==> src/jsontok_pkg.sv <==
// Shared types, constants and helper functions for the flat JSON object tokenizer.
// Depends on nothing; every other file in src imports it.
package jsontok_pkg;

    // Size limits of the parsed document.
    localparam int MAX_ENTRIES    = 16;
    localparam int KEY_CAPACITY   = 32;
    localparam int VALUE_CAPACITY = 64;

    // Field widths of one input word and one result word.
    localparam int BYTE_W   = 8;
    localparam int ROLE_W   = 3;
    localparam int ENTRY_W  = 4;
    localparam int STATUS_W = 3;
    localparam int TOTAL_W  = 5;

    // Internal counter widths follow from the limits.
    localparam int CAP_MAX = (KEY_CAPACITY > VALUE_CAPACITY) ? KEY_CAPACITY : VALUE_CAPACITY;
    localparam int CCW     = $clog2(CAP_MAX);
    localparam int KCW     = $clog2(MAX_ENTRIES + 1);

    // Result queue geometry.
    localparam int RBUF_DEPTH = 4;
    localparam int RBUF_AW    = $clog2(RBUF_DEPTH);
    localparam int RBUF_CW    = $clog2(RBUF_DEPTH + 1);

    // Characters that steer the parser.
    localparam logic [BYTE_W-1:0] CH_NUL    = 8'h00;
    localparam logic [BYTE_W-1:0] CH_TAB    = 8'h09;
    localparam logic [BYTE_W-1:0] CH_LF     = 8'h0A;
    localparam logic [BYTE_W-1:0] CH_CR     = 8'h0D;
    localparam logic [BYTE_W-1:0] CH_SPACE  = 8'h20;
    localparam logic [BYTE_W-1:0] CH_QUOTE  = 8'h22;
    localparam logic [BYTE_W-1:0] CH_COMMA  = 8'h2C;
    localparam logic [BYTE_W-1:0] CH_COLON  = 8'h3A;
    localparam logic [BYTE_W-1:0] CH_BSLASH = 8'h5C;
    localparam logic [BYTE_W-1:0] CH_OPEN   = 8'h7B;
    localparam logic [BYTE_W-1:0] CH_CLOSE  = 8'h7D;

    typedef enum logic [ROLE_W-1:0] {
        ROLE_KEY_CHAR = 3'd0,
        ROLE_VAL_CHAR = 3'd1,
        ROLE_KEY_END  = 3'd2,
        ROLE_VAL_END  = 3'd3,
        ROLE_FINISH   = 3'd4
    } t_role;

    typedef enum logic [STATUS_W-1:0] {
        ST_OK        = 3'd0,
        ST_NO_OPEN   = 3'd1,
        ST_TOO_MANY  = 3'd2,
        ST_BAD_KEY   = 3'd3,
        ST_NO_COLON  = 3'd4,
        ST_BAD_VALUE = 3'd5,
        ST_NO_SEP    = 3'd6
    } t_status;

    // Parser phase, one-hot.
    typedef enum logic [10:0] {
        PH_WAIT_OPEN    = 11'b000_0000_0001,
        PH_BEFORE_KEY   = 11'b000_0000_0010,
        PH_IN_KEY       = 11'b000_0000_0100,
        PH_KEY_ESC      = 11'b000_0000_1000,
        PH_AFTER_KEY    = 11'b000_0001_0000,
        PH_BEFORE_VALUE = 11'b000_0010_0000,
        PH_IN_SVALUE    = 11'b000_0100_0000,
        PH_VAL_ESC      = 11'b000_1000_0000,
        PH_IN_BVALUE    = 11'b001_0000_0000,
        PH_AFTER_VALUE  = 11'b010_0000_0000,
        PH_DONE         = 11'b100_0000_0000
    } t_phase;

    // One result word.
    typedef struct packed {
        logic [BYTE_W-1:0]  out_char;
        t_role              role;
        logic [ENTRY_W-1:0] entry_index;
        t_status            status;
        logic [TOTAL_W-1:0] key_total;
        logic               last;
    } t_result;

    // Results pushed by the parser in one cycle (zero, one or two words).
    typedef struct packed {
        logic [1:0] cnt;
        t_result    r0;
        t_result    r1;
    } t_push;

    function automatic logic f_is_blank(input logic [BYTE_W-1:0] c);
        return (c == CH_SPACE) || (c == CH_TAB) || (c == CH_LF) || (c == CH_CR);
    endfunction

    // Key or value word: character, end marks.
    function automatic t_result f_put(input logic [BYTE_W-1:0] ch, input t_role role,
                                      input logic [KCW-1:0] kc);
        t_result r;
        r.out_char    = ch;
        r.role        = role;
        r.entry_index = ENTRY_W'(kc);
        r.status      = ST_OK;
        r.key_total   = '0;
        r.last        = 1'b0;
        return r;
    endfunction

    // Document finished word.
    function automatic t_result f_finish(input t_status st, input logic [KCW-1:0] kc);
        t_result r;
        r.out_char    = '0;
        r.role        = ROLE_FINISH;
        r.entry_index = '0;
        r.status      = st;
        r.key_total   = TOTAL_W'(kc);
        r.last        = 1'b0;
        return r;
    endfunction

endpackage

==> src/jsontok_in_if.sv <==
// Input channel of the tokenizer: valid/ready handshake carrying one text byte.
// Depends on jsontok_pkg for field widths.
interface jsontok_in_if import jsontok_pkg::*; ();
    logic              valid;
    logic              ready;
    logic [BYTE_W-1:0] text_byte;
    logic              new_document;

    modport source (output valid, output text_byte, output new_document, input ready);
    modport sink   (input valid, input text_byte, input new_document, output ready);
endinterface

==> src/jsontok_out_if.sv <==
// Output channel of the tokenizer: valid/ready handshake carrying one result word.
// Depends on jsontok_pkg for field widths.
interface jsontok_out_if import jsontok_pkg::*; ();
    logic                valid;
    logic                ready;
    logic [BYTE_W-1:0]   out_char;
    logic [ROLE_W-1:0]   role;
    logic [ENTRY_W-1:0]  entry_index;
    logic [STATUS_W-1:0] status;
    logic [TOTAL_W-1:0]  key_total;
    logic                last;

    modport source (output valid, output out_char, output role, output entry_index,
                    output status, output key_total, output last, input ready);
    modport sink   (input valid, input out_char, input role, input entry_index,
                    input status, input key_total, input last, output ready);
endinterface

==> src/jsontok_parser.sv <==
// Parser state machine: phase, character count and key count, plus the
// per-byte next-state and result logic. Depends on jsontok_pkg.
module jsontok_parser import jsontok_pkg::*; (
    input  logic              i_clk,
    input  logic              i_rst_n,
    input  logic              i_accept,
    input  logic [BYTE_W-1:0] i_byte,
    input  logic              i_new_doc,
    output t_push             o_push
);

    t_phase         r_phase, n_phase;
    logic [CCW-1:0] r_cc, n_cc;
    logic [KCW-1:0] r_kc, n_kc;

    t_phase         ph;
    logic [CCW-1:0] cc;
    logic [KCW-1:0] kc;
    logic [KCW-1:0] kc_inc;
    logic           key_room;
    logic           val_room;
    logic           blank;
    logic [1:0]     cnt;
    t_result        res0;
    t_result        res1;

    // A new document clears the state before the byte is looked at.
    always_comb begin
        ph       = i_new_doc ? PH_WAIT_OPEN : r_phase;
        cc       = i_new_doc ? '0 : r_cc;
        kc       = i_new_doc ? '0 : r_kc;
        kc_inc   = (kc < KCW'(MAX_ENTRIES)) ? KCW'(kc + 1'b1) : kc;
        key_room = cc < CCW'(KEY_CAPACITY - 1);
        val_room = cc < CCW'(VALUE_CAPACITY - 1);
        blank    = f_is_blank(i_byte);
    end

    // Next state and up to two result words for this byte.
    always_comb begin
        n_phase = ph;
        n_cc    = cc;
        n_kc    = kc;
        cnt     = 2'd0;
        res0    = '0;
        res1    = '0;
        case (ph)
            PH_WAIT_OPEN: begin
                if (!blank) begin
                    if (i_byte == CH_OPEN) begin
                        n_phase = PH_BEFORE_KEY;
                    end else begin
                        res0 = f_finish(ST_NO_OPEN, kc); cnt = 2'd1; n_phase = PH_DONE;
                    end
                end
            end
            PH_BEFORE_KEY: begin
                if (!blank) begin
                    if (i_byte == CH_CLOSE) begin
                        res0 = f_finish(ST_OK, kc); cnt = 2'd1; n_phase = PH_DONE;
                    end else if (kc >= KCW'(MAX_ENTRIES)) begin
                        res0 = f_finish(ST_TOO_MANY, kc); cnt = 2'd1; n_phase = PH_DONE;
                    end else if (i_byte == CH_QUOTE) begin
                        n_phase = PH_IN_KEY;
                        n_cc    = '0;
                    end else begin
                        res0 = f_finish(ST_BAD_KEY, kc); cnt = 2'd1; n_phase = PH_DONE;
                    end
                end
            end
            PH_IN_KEY: begin
                if (i_byte == CH_NUL) begin
                    res0 = f_finish(ST_BAD_KEY, kc); cnt = 2'd1; n_phase = PH_DONE;
                end else if (i_byte == CH_BSLASH) begin
                    n_phase = PH_KEY_ESC;
                end else if (i_byte == CH_QUOTE) begin
                    res0 = f_put(CH_NUL, ROLE_KEY_END, kc); cnt = 2'd1;
                    n_phase = PH_AFTER_KEY;
                end else if (key_room) begin
                    res0 = f_put(i_byte, ROLE_KEY_CHAR, kc); cnt = 2'd1;
                    n_cc = CCW'(cc + 1'b1);
                end
            end
            PH_KEY_ESC: begin
                if (i_byte == CH_NUL) begin
                    // A dangling backslash is kept as a literal, then the key fails.
                    n_phase = PH_DONE;
                    if (key_room) begin
                        res0 = f_put(CH_BSLASH, ROLE_KEY_CHAR, kc);
                        res1 = f_finish(ST_BAD_KEY, kc);
                        cnt  = 2'd2;
                        n_cc = CCW'(cc + 1'b1);
                    end else begin
                        res0 = f_finish(ST_BAD_KEY, kc); cnt = 2'd1;
                    end
                end else begin
                    n_phase = PH_IN_KEY;
                    if (key_room) begin
                        res0 = f_put(i_byte, ROLE_KEY_CHAR, kc); cnt = 2'd1;
                        n_cc = CCW'(cc + 1'b1);
                    end
                end
            end
            PH_AFTER_KEY: begin
                if (!blank) begin
                    if (i_byte == CH_COLON) begin
                        n_phase = PH_BEFORE_VALUE;
                    end else begin
                        res0 = f_finish(ST_NO_COLON, kc); cnt = 2'd1; n_phase = PH_DONE;
                    end
                end
            end
            PH_BEFORE_VALUE: begin
                if (!blank) begin
                    n_cc = '0;
                    if (i_byte == CH_QUOTE) begin
                        n_phase = PH_IN_SVALUE;
                    end else if (i_byte == CH_COMMA) begin
                        res0 = f_put(CH_NUL, ROLE_VAL_END, kc); cnt = 2'd1;
                        n_kc = kc_inc; n_phase = PH_BEFORE_KEY;
                    end else if (i_byte == CH_CLOSE || i_byte == CH_NUL) begin
                        res0 = f_put(CH_NUL, ROLE_VAL_END, kc);
                        res1 = f_finish((i_byte == CH_CLOSE) ? ST_OK : ST_NO_SEP, kc_inc);
                        cnt  = 2'd2;
                        n_kc = kc_inc; n_phase = PH_DONE;
                    end else begin
                        // First character of a bare value always fits.
                        res0 = f_put(i_byte, ROLE_VAL_CHAR, kc); cnt = 2'd1;
                        n_cc = CCW'(1); n_phase = PH_IN_BVALUE;
                    end
                end
            end
            PH_IN_SVALUE: begin
                if (i_byte == CH_NUL) begin
                    res0 = f_finish(ST_BAD_VALUE, kc); cnt = 2'd1; n_phase = PH_DONE;
                end else if (i_byte == CH_BSLASH) begin
                    n_phase = PH_VAL_ESC;
                end else if (i_byte == CH_QUOTE) begin
                    res0 = f_put(CH_NUL, ROLE_VAL_END, kc); cnt = 2'd1;
                    n_kc = kc_inc; n_phase = PH_AFTER_VALUE;
                end else if (val_room) begin
                    res0 = f_put(i_byte, ROLE_VAL_CHAR, kc); cnt = 2'd1;
                    n_cc = CCW'(cc + 1'b1);
                end
            end
            PH_VAL_ESC: begin
                if (i_byte == CH_NUL) begin
                    n_phase = PH_DONE;
                    if (val_room) begin
                        res0 = f_put(CH_BSLASH, ROLE_VAL_CHAR, kc);
                        res1 = f_finish(ST_BAD_VALUE, kc);
                        cnt  = 2'd2;
                        n_cc = CCW'(cc + 1'b1);
                    end else begin
                        res0 = f_finish(ST_BAD_VALUE, kc); cnt = 2'd1;
                    end
                end else begin
                    n_phase = PH_IN_SVALUE;
                    if (val_room) begin
                        res0 = f_put(i_byte, ROLE_VAL_CHAR, kc); cnt = 2'd1;
                        n_cc = CCW'(cc + 1'b1);
                    end
                end
            end
            PH_IN_BVALUE: begin
                if (blank || i_byte == CH_COMMA) begin
                    res0 = f_put(CH_NUL, ROLE_VAL_END, kc); cnt = 2'd1;
                    n_kc = kc_inc;
                    n_phase = blank ? PH_AFTER_VALUE : PH_BEFORE_KEY;
                end else if (i_byte == CH_CLOSE || i_byte == CH_NUL) begin
                    res0 = f_put(CH_NUL, ROLE_VAL_END, kc);
                    res1 = f_finish((i_byte == CH_CLOSE) ? ST_OK : ST_NO_SEP, kc_inc);
                    cnt  = 2'd2;
                    n_kc = kc_inc; n_phase = PH_DONE;
                end else if (val_room) begin
                    res0 = f_put(i_byte, ROLE_VAL_CHAR, kc); cnt = 2'd1;
                    n_cc = CCW'(cc + 1'b1);
                end
            end
            PH_AFTER_VALUE: begin
                if (!blank) begin
                    if (i_byte == CH_COMMA) begin
                        n_phase = PH_BEFORE_KEY;
                    end else begin
                        res0 = f_finish((i_byte == CH_CLOSE) ? ST_OK : ST_NO_SEP, kc);
                        cnt = 2'd1; n_phase = PH_DONE;
                    end
                end
            end
            default: begin
                n_phase = PH_DONE;
            end
        endcase

        // Mark the final word of this byte.
        if (cnt == 2'd1) begin
            res0.last = 1'b1;
        end
        if (cnt == 2'd2) begin
            res1.last = 1'b1;
        end
    end

    assign o_push.cnt = i_accept ? cnt : 2'd0;
    assign o_push.r0  = res0;
    assign o_push.r1  = res1;

    // Parser state advances only on an accepted byte.
    always_ff @(posedge i_clk) begin
        if (!i_rst_n) begin
            r_phase <= PH_WAIT_OPEN;
            r_cc    <= '0;
            r_kc    <= '0;
        end else if (i_accept) begin
            r_phase <= n_phase;
            r_cc    <= n_cc;
            r_kc    <= n_kc;
        end
    end

    // The key count saturates at the entry limit.
    a_kc_limit: assert property (@(posedge i_clk) disable iff (!i_rst_n)
        r_kc <= KCW'(MAX_ENTRIES))
        else $error("key count beyond entry limit");

    // Two words per byte only ever end in a finish word.
    a_pair_ends: assert property (@(posedge i_clk) disable iff (!i_rst_n)
        o_push.cnt == 2'd2 |-> (o_push.r1.role == ROLE_FINISH &&
                                o_push.r0.role != ROLE_FINISH))
        else $error("two-word push not closed by finish");

    // A finish word leaves the parser in the done phase.
    a_finish_done: assert property (@(posedge i_clk) disable iff (!i_rst_n)
        (o_push.cnt != 2'd0 &&
         (o_push.r0.role == ROLE_FINISH || o_push.r1.role == ROLE_FINISH))
        |=> r_phase == PH_DONE)
        else $error("finish word without done phase");

endmodule

==> src/jsontok_rbuf.sv <==
// Result queue: takes up to two result words per cycle and hands out one per
// cycle while the output is ready. Depends on jsontok_pkg, jsontok_out_if.
module jsontok_rbuf import jsontok_pkg::*; (
    input  logic          i_clk,
    input  logic          i_rst_n,
    input  t_push         i_push,
    output logic          o_room,
    jsontok_out_if.source o_out
);

    t_result              r_mem [RBUF_DEPTH];
    logic [RBUF_AW-1:0]   r_wr_ptr;
    logic [RBUF_AW-1:0]   r_rd_ptr;
    logic [RBUF_CW-1:0]   r_count;
    logic [RBUF_AW-1:0]   wr_ptr1;
    logic                 pop;
    t_result              head;

    assign wr_ptr1 = RBUF_AW'(r_wr_ptr + 1'b1);
    assign pop     = o_out.valid && o_out.ready;
    assign o_room  = r_count <= RBUF_CW'(RBUF_DEPTH - 2);

    // Store incoming words.
    always_ff @(posedge i_clk) begin
        if (i_push.cnt != 2'd0) begin
            r_mem[r_wr_ptr] <= i_push.r0;
        end
        if (i_push.cnt == 2'd2) begin
            r_mem[wr_ptr1] <= i_push.r1;
        end
    end

    // Pointers and fill count.
    always_ff @(posedge i_clk) begin
        if (!i_rst_n) begin
            r_wr_ptr <= '0;
            r_rd_ptr <= '0;
            r_count  <= '0;
        end else begin
            r_wr_ptr <= RBUF_AW'(r_wr_ptr + i_push.cnt);
            if (pop) begin
                r_rd_ptr <= RBUF_AW'(r_rd_ptr + 1'b1);
            end
            r_count <= RBUF_CW'(r_count + i_push.cnt - RBUF_CW'(pop));
        end
    end

    // Head of the queue drives the output word.
    assign head              = r_mem[r_rd_ptr];
    assign o_out.valid       = r_count != '0;
    assign o_out.out_char    = head.out_char;
    assign o_out.role        = head.role;
    assign o_out.entry_index = head.entry_index;
    assign o_out.status      = head.status;
    assign o_out.key_total   = head.key_total;
    assign o_out.last        = head.last;

    // The fill count never passes the depth.
    a_count_max: assert property (@(posedge i_clk) disable iff (!i_rst_n)
        r_count <= RBUF_CW'(RBUF_DEPTH))
        else $error("result queue overfilled");

    // A push always finds room for all of its words.
    a_push_room: assert property (@(posedge i_clk) disable iff (!i_rst_n)
        int'(r_count) + int'(i_push.cnt) <= RBUF_DEPTH)
        else $error("push into a queue without room");

    // A pop with no push shrinks the queue by one word.
    a_pop_only: assert property (@(posedge i_clk) disable iff (!i_rst_n)
        (pop && i_push.cnt == 2'd0) |=> r_count == RBUF_CW'($past(r_count) - 1'b1))
        else $error("fill count off after pop");

endmodule

==> src/flat_json_object_tokenizer_unit.sv <==
// Flat JSON object tokenizer, top level. The result words of an accepted byte are
// registered in the result queue and reach the output behind any earlier words.
// Throughput: one byte per cycle; result words leave the queue one at a time, and the
// input stalls while the four-word result queue has fewer than two free slots.
// Synchronous active-low reset clears phase, counts and the result queue.
// Depends on jsontok_pkg, jsontok_in_if, jsontok_out_if, jsontok_parser, jsontok_rbuf.
module flat_json_object_tokenizer_unit import jsontok_pkg::*; (
    input  logic          i_clk,
    input  logic          i_rst_n,
    jsontok_in_if.sink    i_in,
    jsontok_out_if.source o_out
);

    logic  room;
    logic  accept;
    t_push push;

    // Take a byte whenever the queue can hold both of its possible words.
    assign i_in.ready = room;
    assign accept     = i_in.valid && room;

    jsontok_parser u_parser (
        .i_clk     (i_clk),
        .i_rst_n   (i_rst_n),
        .i_accept  (accept),
        .i_byte    (i_in.text_byte),
        .i_new_doc (i_in.new_document),
        .o_push    (push)
    );

    jsontok_rbuf u_rbuf (
        .i_clk   (i_clk),
        .i_rst_n (i_rst_n),
        .i_push  (push),
        .o_room  (room),
        .o_out   (o_out)
    );

endmodule
==> src/flat_wrapper.sv <==
// flat-port wrapper written by rule: the top's interface ports become plain ports
module flat_json_object_tokenizer_unit_flat import jsontok_pkg::*;
  (i_clk, i_rst_n, i_in_valid, i_in_text_byte, i_in_new_document, i_in_ready, o_out_valid, o_out_out_char, o_out_role, o_out_entry_index, o_out_status, o_out_key_total, o_out_last, o_out_ready);
  jsontok_in_if i_in_i ();
  jsontok_out_if o_out_i ();
  input  logic i_clk;
  input  logic i_rst_n;
  input wire logic [$bits(i_in_i.valid)-1:0] i_in_valid;
  input wire logic [$bits(i_in_i.text_byte)-1:0] i_in_text_byte;
  input wire logic [$bits(i_in_i.new_document)-1:0] i_in_new_document;
  output wire logic [$bits(i_in_i.ready)-1:0] i_in_ready;
  output wire logic [$bits(o_out_i.valid)-1:0] o_out_valid;
  output wire logic [$bits(o_out_i.out_char)-1:0] o_out_out_char;
  output wire logic [$bits(o_out_i.role)-1:0] o_out_role;
  output wire logic [$bits(o_out_i.entry_index)-1:0] o_out_entry_index;
  output wire logic [$bits(o_out_i.status)-1:0] o_out_status;
  output wire logic [$bits(o_out_i.key_total)-1:0] o_out_key_total;
  output wire logic [$bits(o_out_i.last)-1:0] o_out_last;
  input wire logic [$bits(o_out_i.ready)-1:0] o_out_ready;
  assign i_in_i.valid = i_in_valid;
  assign i_in_i.text_byte = i_in_text_byte;
  assign i_in_i.new_document = i_in_new_document;
  assign i_in_ready = i_in_i.ready;
  assign o_out_valid = o_out_i.valid;
  assign o_out_out_char = o_out_i.out_char;
  assign o_out_role = o_out_i.role;
  assign o_out_entry_index = o_out_i.entry_index;
  assign o_out_status = o_out_i.status;
  assign o_out_key_total = o_out_i.key_total;
  assign o_out_last = o_out_i.last;
  assign o_out_i.ready = o_out_ready;
  flat_json_object_tokenizer_unit u_core (.i_clk(i_clk), .i_rst_n(i_rst_n), .i_in(i_in_i), .o_out(o_out_i));
endmodule
==> config.mk <==
export PLATFORM = sky130hd
export DESIGN_NAME = flat_json_object_tokenizer_unit_flat
export DESIGN_NICKNAME = d
export VERILOG_FILES = /design/src/jsontok_pkg.sv /design/src/jsontok_in_if.sv /design/src/jsontok_out_if.sv /design/src/jsontok_parser.sv /design/src/jsontok_rbuf.sv /design/src/flat_json_object_tokenizer_unit.sv /design/src/flat_wrapper.sv
export SDC_FILE = /design/constraint.sdc
export NUM_CORES = 1
export LEC_CHECK = 0
export BUFFER_PORTS_ARGS = -buffer_cell sky130_fd_sc_hd__buf_2
export CORE_MARGIN = 8
export CORE_UTILIZATION = 45
export CTS_BUF_LIST = sky130_fd_sc_hd__clkbuf_16
export CTS_CLUSTER_SIZE = 16
export DETAILED_ROUTE_END_ITERATION = 10
export PLACE_DENSITY = 0.73
export SLEW_MARGIN = 10
export SYNTH_ARGS = -nofsm -noshare
export SYNTH_HDL_FRONTEND = slang
export SYNTH_SLANG_ARGS = --single-unit
==> constraint.sdc <==
create_clock -name i_clk -period 12.3 [get_ports i_clk]
set_input_delay 2.46 -clock i_clk [delete_from_list [all_inputs] [get_ports i_clk]]
set_output_delay 2.46 -clock i_clk [all_outputs]
set_load 0.02 [all_outputs]
==> impl_metrics.xml <==
<?xml version="1.0" encoding="UTF-8"?>
<metrics>
  <group name="outcome">
    <metric name="status" unit="">completed</metric>
  </group>
  <group name="setup_path">
    <metric name="critPathMaxFanout" unit="">23</metric>
    <metric name="arrival_worst_endpoint" unit="ns">6.68</metric>
    <metric name="critPathMaxStageDelay" unit="ns">0.73</metric>
    <metric name="largest_delay_contributor_family_on_the_critical_path" unit="">simple AND/OR/NAND/NOR gates</metric>
    <metric name="rr_endpoint" unit="">u_core.u_rbuf.r_mem[2][3]</metric>
    <metric name="critPathCapture" unit="">u_core.u_rbuf.r_mem[2][3]</metric>
    <metric name="rrSetupSlack" unit="ns">7.72</metric>
    <metric name="slowest_stage" unit="">sky130_fd_sc_hd__nand2_1</metric>
    <metric name="worstPathCellList" unit="">buf_2 &gt; nor3_1 &gt; nand3_1 &gt; inv_1 &gt; ha_1 &gt; a22oi_1 &gt; o21ai_0 &gt; a211oi_2 &gt; a31oi_2 &gt; nand2_1 &gt; nand2_1</metric>
    <metric name="depth_of_the_critical_timing_path_with_buffers_and_inverters_included" unit="">11</metric>
    <metric name="path_buf_inv" unit="">2</metric>
    <metric name="critPathRequiredTime" unit="ns">12.35</metric>
    <metric name="nature_of_the_critical_path_startpoint" unit="">primary input</metric>
    <metric name="crit_start" unit="">i_in_text_byte[7]</metric>
    <metric name="timing_worst_setup_path_type" unit="">in2reg</metric>
    <metric name="r2r_start" unit="">u_core.u_parser.r_cc[0]</metric>
    <metric name="critical-path-top-cell-by-count" unit="">sky130_fd_sc_hd__nand2_1</metric>
    <metric name="ff2ff_path_depth" unit="">11</metric>
    <metric name="worst_setup_path_end_kind" unit="">flip-flop</metric>
  </group>
  <group name="finish">
    <metric name="area.growth.synth_to_final" unit="%">10.2</metric>
    <metric name="drive_above_1_share" unit="%">20.0</metric>
    <metric name="final_nets" unit="">845</metric>
    <metric name="layout.filler_cells" unit="">1564</metric>
    <metric name="antenna_diode_count" unit="">0</metric>
    <metric name="fin_area" unit="mm^2">0.00839</metric>
  </group>
  <group name="route">
    <metric name="drt_wl_total" unit="um">21600</metric>
    <metric name="detail_route.first_pass.iterations" unit="">6</metric>
    <metric name="wl_per_cell" unit="um">20.5</metric>
    <metric name="route.detailed.drc" unit="">0</metric>
    <metric name="postRouteAntennaNets" unit="">0</metric>
    <metric name="drt_iter0_markers" unit="">830</metric>
    <metric name="vias_per_cell" unit="">6.52</metric>
    <metric name="dr_total_vias" unit="">6877</metric>
  </group>
  <group name="power">
    <metric name="power.total" unit="W">0.00134</metric>
    <metric name="leakagePower" unit="nW">2.90</metric>
    <metric name="power_density_over_the_cells" unit="mW/mm^2">160</metric>
    <metric name="irDropWorstVdd" unit="mV">0.148</metric>
  </group>
  <group name="sta">
    <metric name="timing.final.setup_violations" unit="">0</metric>
    <metric name="period_needed" unit="ns">6.63</metric>
    <metric name="maxSlewViolCount" unit="">0</metric>
    <metric name="max_clock_freq" unit="MHz">151</metric>
    <metric name="layout_setup_ws" unit="ns">5.67</metric>
    <metric name="final-hold-violation-count" unit="">0</metric>
    <metric name="rsz0062_at_grt" unit="">no</metric>
    <metric name="fin_skew" unit="ns">0.0158</metric>
    <metric name="slew-limit-headroom" unit="%">36.4</metric>
    <metric name="timing.hold.ws" unit="ns">0.475</metric>
    <metric name="setup-tns-final" unit="ns">0</metric>
    <metric name="worst_max_slew_pin_slew" unit="ns">0.946</metric>
    <metric name="layout_worst_path_cycle_share" unit="%">53.9</metric>
  </group>
  <group name="global_routing">
    <metric name="gr-usage-all-layers" unit="%">20.1</metric>
    <metric name="globalRoute.busiestLayer" unit="">met2</metric>
    <metric name="groute.layer.met1.usage" unit="%">27.6</metric>
    <metric name="overflow" unit="">0</metric>
    <metric name="grt_pass1_vias" unit="">6443</metric>
    <metric name="use_met3" unit="%">4.57</metric>
    <metric name="first_pass_grt_wire_length" unit="um">34800</metric>
    <metric name="use_met2" unit="%">29.8</metric>
    <metric name="grt_max_degree" unit="">68</metric>
    <metric name="antenna_found_initial" unit="">0</metric>
  </group>
  <group name="synth">
    <metric name="largest_cells_by_area_after_synthesis" unit="">sky130_fd_sc_hd__dfxtp_1 23%, sky130_fd_sc_hd__edfxtp_1 16%, sky130_fd_sc_hd__mux4_2 7.1%</metric>
    <metric name="yosys.area.top_type" unit="">sky130_fd_sc_hd__dfxtp_1</metric>
    <metric name="dominantRegCellSynth" unit="">sky130_fd_sc_hd__dfxtp_1</metric>
    <metric name="ys.warnings.count" unit="">0</metric>
    <metric name="synth-async-reset-ratio" unit="%">0</metric>
    <metric name="synth_seq_area_share" unit="%">38.6</metric>
    <metric name="cells_after_synthesis" unit="">835</metric>
    <metric name="netlist_top_cells_count" unit="">87 x sky130_fd_sc_hd__dfxtp_1, 63 x sky130_fd_sc_hd__nand2_1, 58 x sky130_fd_sc_hd__nor2_1</metric>
    <metric name="synthesis.area" unit="mm^2">0.00761</metric>
    <metric name="ys_ff_latch" unit="">127</metric>
    <metric name="netlist.area_leader.share" unit="%">22.9</metric>
    <metric name="synth-edff-count" unit="">40</metric>
    <metric name="synth_cell_types" unit="">82</metric>
    <metric name="mappedNetlistNets" unit="">859</metric>
    <metric name="syn-mean-instance-area" unit="um^2">9.12</metric>
    <metric name="yosys.cell_count.top_type" unit="">sky130_fd_sc_hd__dfxtp_1</metric>
  </group>
  <group name="clock_network">
    <metric name="clk-insertion-delay-late" unit="ns">0.44</metric>
    <metric name="number_of_sinks_on_the_clock_net" unit="">127</metric>
    <metric name="cts_setup_buffers" unit="">0</metric>
    <metric name="cts_resized" unit="">0</metric>
    <metric name="clock_tree_from_tritoncts" unit="">built</metric>
    <metric name="h_tree_level_count" unit="">4</metric>
    <metric name="cts_root_buf" unit="">sky130_fd_sc_hd__clkbuf_16</metric>
    <metric name="cts.path.max_buffers" unit="">2</metric>
    <metric name="clk_transition_reported_paths" unit="ns">0.06</metric>
    <metric name="cts_hold_buffers" unit="">0</metric>
    <metric name="cts_made_buffers" unit="">17</metric>
  </group>
  <group name="placed_design">
    <metric name="placement.io_buffers" unit="">38</metric>
    <metric name="postPlaceCellArea" unit="mm^2">0.00778</metric>
    <metric name="place_ws" unit="ns">5.29</metric>
    <metric name="finalWeightedCongestion" unit="">1.00</metric>
    <metric name="dp_hpwl" unit="um">14800</metric>
  </group>
  <group name="flow_run">
    <metric name="max_cap_violations" unit="">0</metric>
  </group>
  <group name="die">
    <metric name="initial_standard_cell_utilization_of_the_core" unit="%">45.9</metric>
    <metric name="top_level_ports" unit="">39</metric>
    <metric name="placement_rows" unit="">47</metric>
    <metric name="die-height" unit="um">146</metric>
    <metric name="die_x" unit="um">146</metric>
    <metric name="core_area" unit="mm^2">0.0166</metric>
    <metric name="die_area" unit="mm^2">0.0213</metric>
  </group>
  <group name="min_path">
    <metric name="min_path_type" unit="">reg2reg</metric>
  </group>
</metrics>
==> metrics by stage <==
step,utilization (%),cells
final,50.6,1054
after floorplan,-,835
after CTS,50.6,1054
after global placement,46.9,1022
after detailed placement,46.9,1022
after global routing,50.6,1054
==> per-layer routing <==
metal	vias up	part of all wire [%]
li1	3153	-
met1	3248	44
met2	405	44
met3	71	8.3
met4	0	3.3
met5	-	0
==> worst register-to-register path: cells and delay by family, from the launching register on <==
kind,cells,cell delay [ns]
DFF,1,0.35
and+or+nand+nor,5,2.16
adders and majority gates,2,0.73
AOI/OAI and AO/OA,4,0.95
==> worst min path at each step <==
| stage | start | to | slack [ns] | cells past startpoint |
|---|---|---|---|---|
| after floorplan | u_core.u_rbuf.r_mem[2][23] | u_core.u_rbuf.r_mem[2][23] | 0.44 | 1 |
| after global placement | u_core.u_rbuf.r_mem[1][23] | u_core.u_rbuf.r_mem[1][23] | 0.46 | 1 |
| after detailed placement | u_core.u_rbuf.r_mem[2][23] | u_core.u_rbuf.r_mem[2][23] | 0.46 | 1 |
| after CTS | u_core.u_rbuf.r_mem[0][21] | u_core.u_rbuf.r_mem[0][21] | 0.48 | 2 |
| after global routing | u_core.u_rbuf.r_mem[2][12] | u_core.u_rbuf.r_mem[2][12] | 0.50 | 1 |
| final | u_core.u_rbuf.r_mem[0][20] | u_core.u_rbuf.r_mem[0][20] | 0.48 | 2 |
==> placed cells by master, fill, tap and decap left out, drive strengths merged, types with 9 or more instances in the layout <==
master	netlist	routed
nor2b	13	13
o22ai	32	32
a22oi	13	13
buf	27	42
mux4	24	24
ha	10	10
inv	16	24
a31o	45	45
o21ai	44	44
nand4	15	15
nand3	30	30
a21oi	48	48
dfxtp	87	87
nor3	53	53
edfxtp	40	40
nand2	65	65
nand2b	9	9
and2	12	12
nor2	60	60
or3	15	15
clkbuf	48	19
==> cell type report <==
class / count / area (um^2) / share of cell area, %
clock buffer: 19 / 475 / 5.67
timing repair buffer: 42 / 220 / 2.63
tap: 220 / 275 / 3.28
sequential: 127 / 2940 / 35.1
inverter: 17 / 63.8 / 0.761
multi-input combinational: 616 / 4280 / 51.0
clock inverter: 13 / 133 / 1.58
==> power by group <==
part | internal [W] | switching [W] | total, W | leakage [nW]
logic | 0.000122 | 0.000192 | 0.000314 | 1.52
clock network | 0.000322 | 0.000202 | 0.000524 | 0.309
registers | 0.000465 | 0.0000421 | 0.000507 | 1.07
total | 0.000909 | 0.000436 | 0.00134 | 2.90
==> sequential cells by signal (all words and copies together), names as in the netlist, named ones only <==
name	cells
u_core.u_rbuf.r_mem	96
u_core.u_rbuf.r_wr_ptr	2
u_core.u_rbuf.r_count	3
u_core.u_parser.r_kc	5
u_core.u_rbuf.r_rd_ptr	2
u_core.u_parser.r_cc	6
u_core.u_parser.r_phase	11
==> kinds of logic after synthesis <==
kind of cell / count (synthesis) / synth area share, %
AO/OA/AOI/OAI: 249 / 22.8
XOR/XNOR: 13 / 1.50
adder cells (fa/ha/maj): 11 / 1.91
buffers and inverters: 92 / 5.19
flip-flops: 127 / 38.6
multiplexers: 26 / 7.36
AND/OR/NAND/NOR: 317 / 22.6
Power figures use the tool's default switching activity.
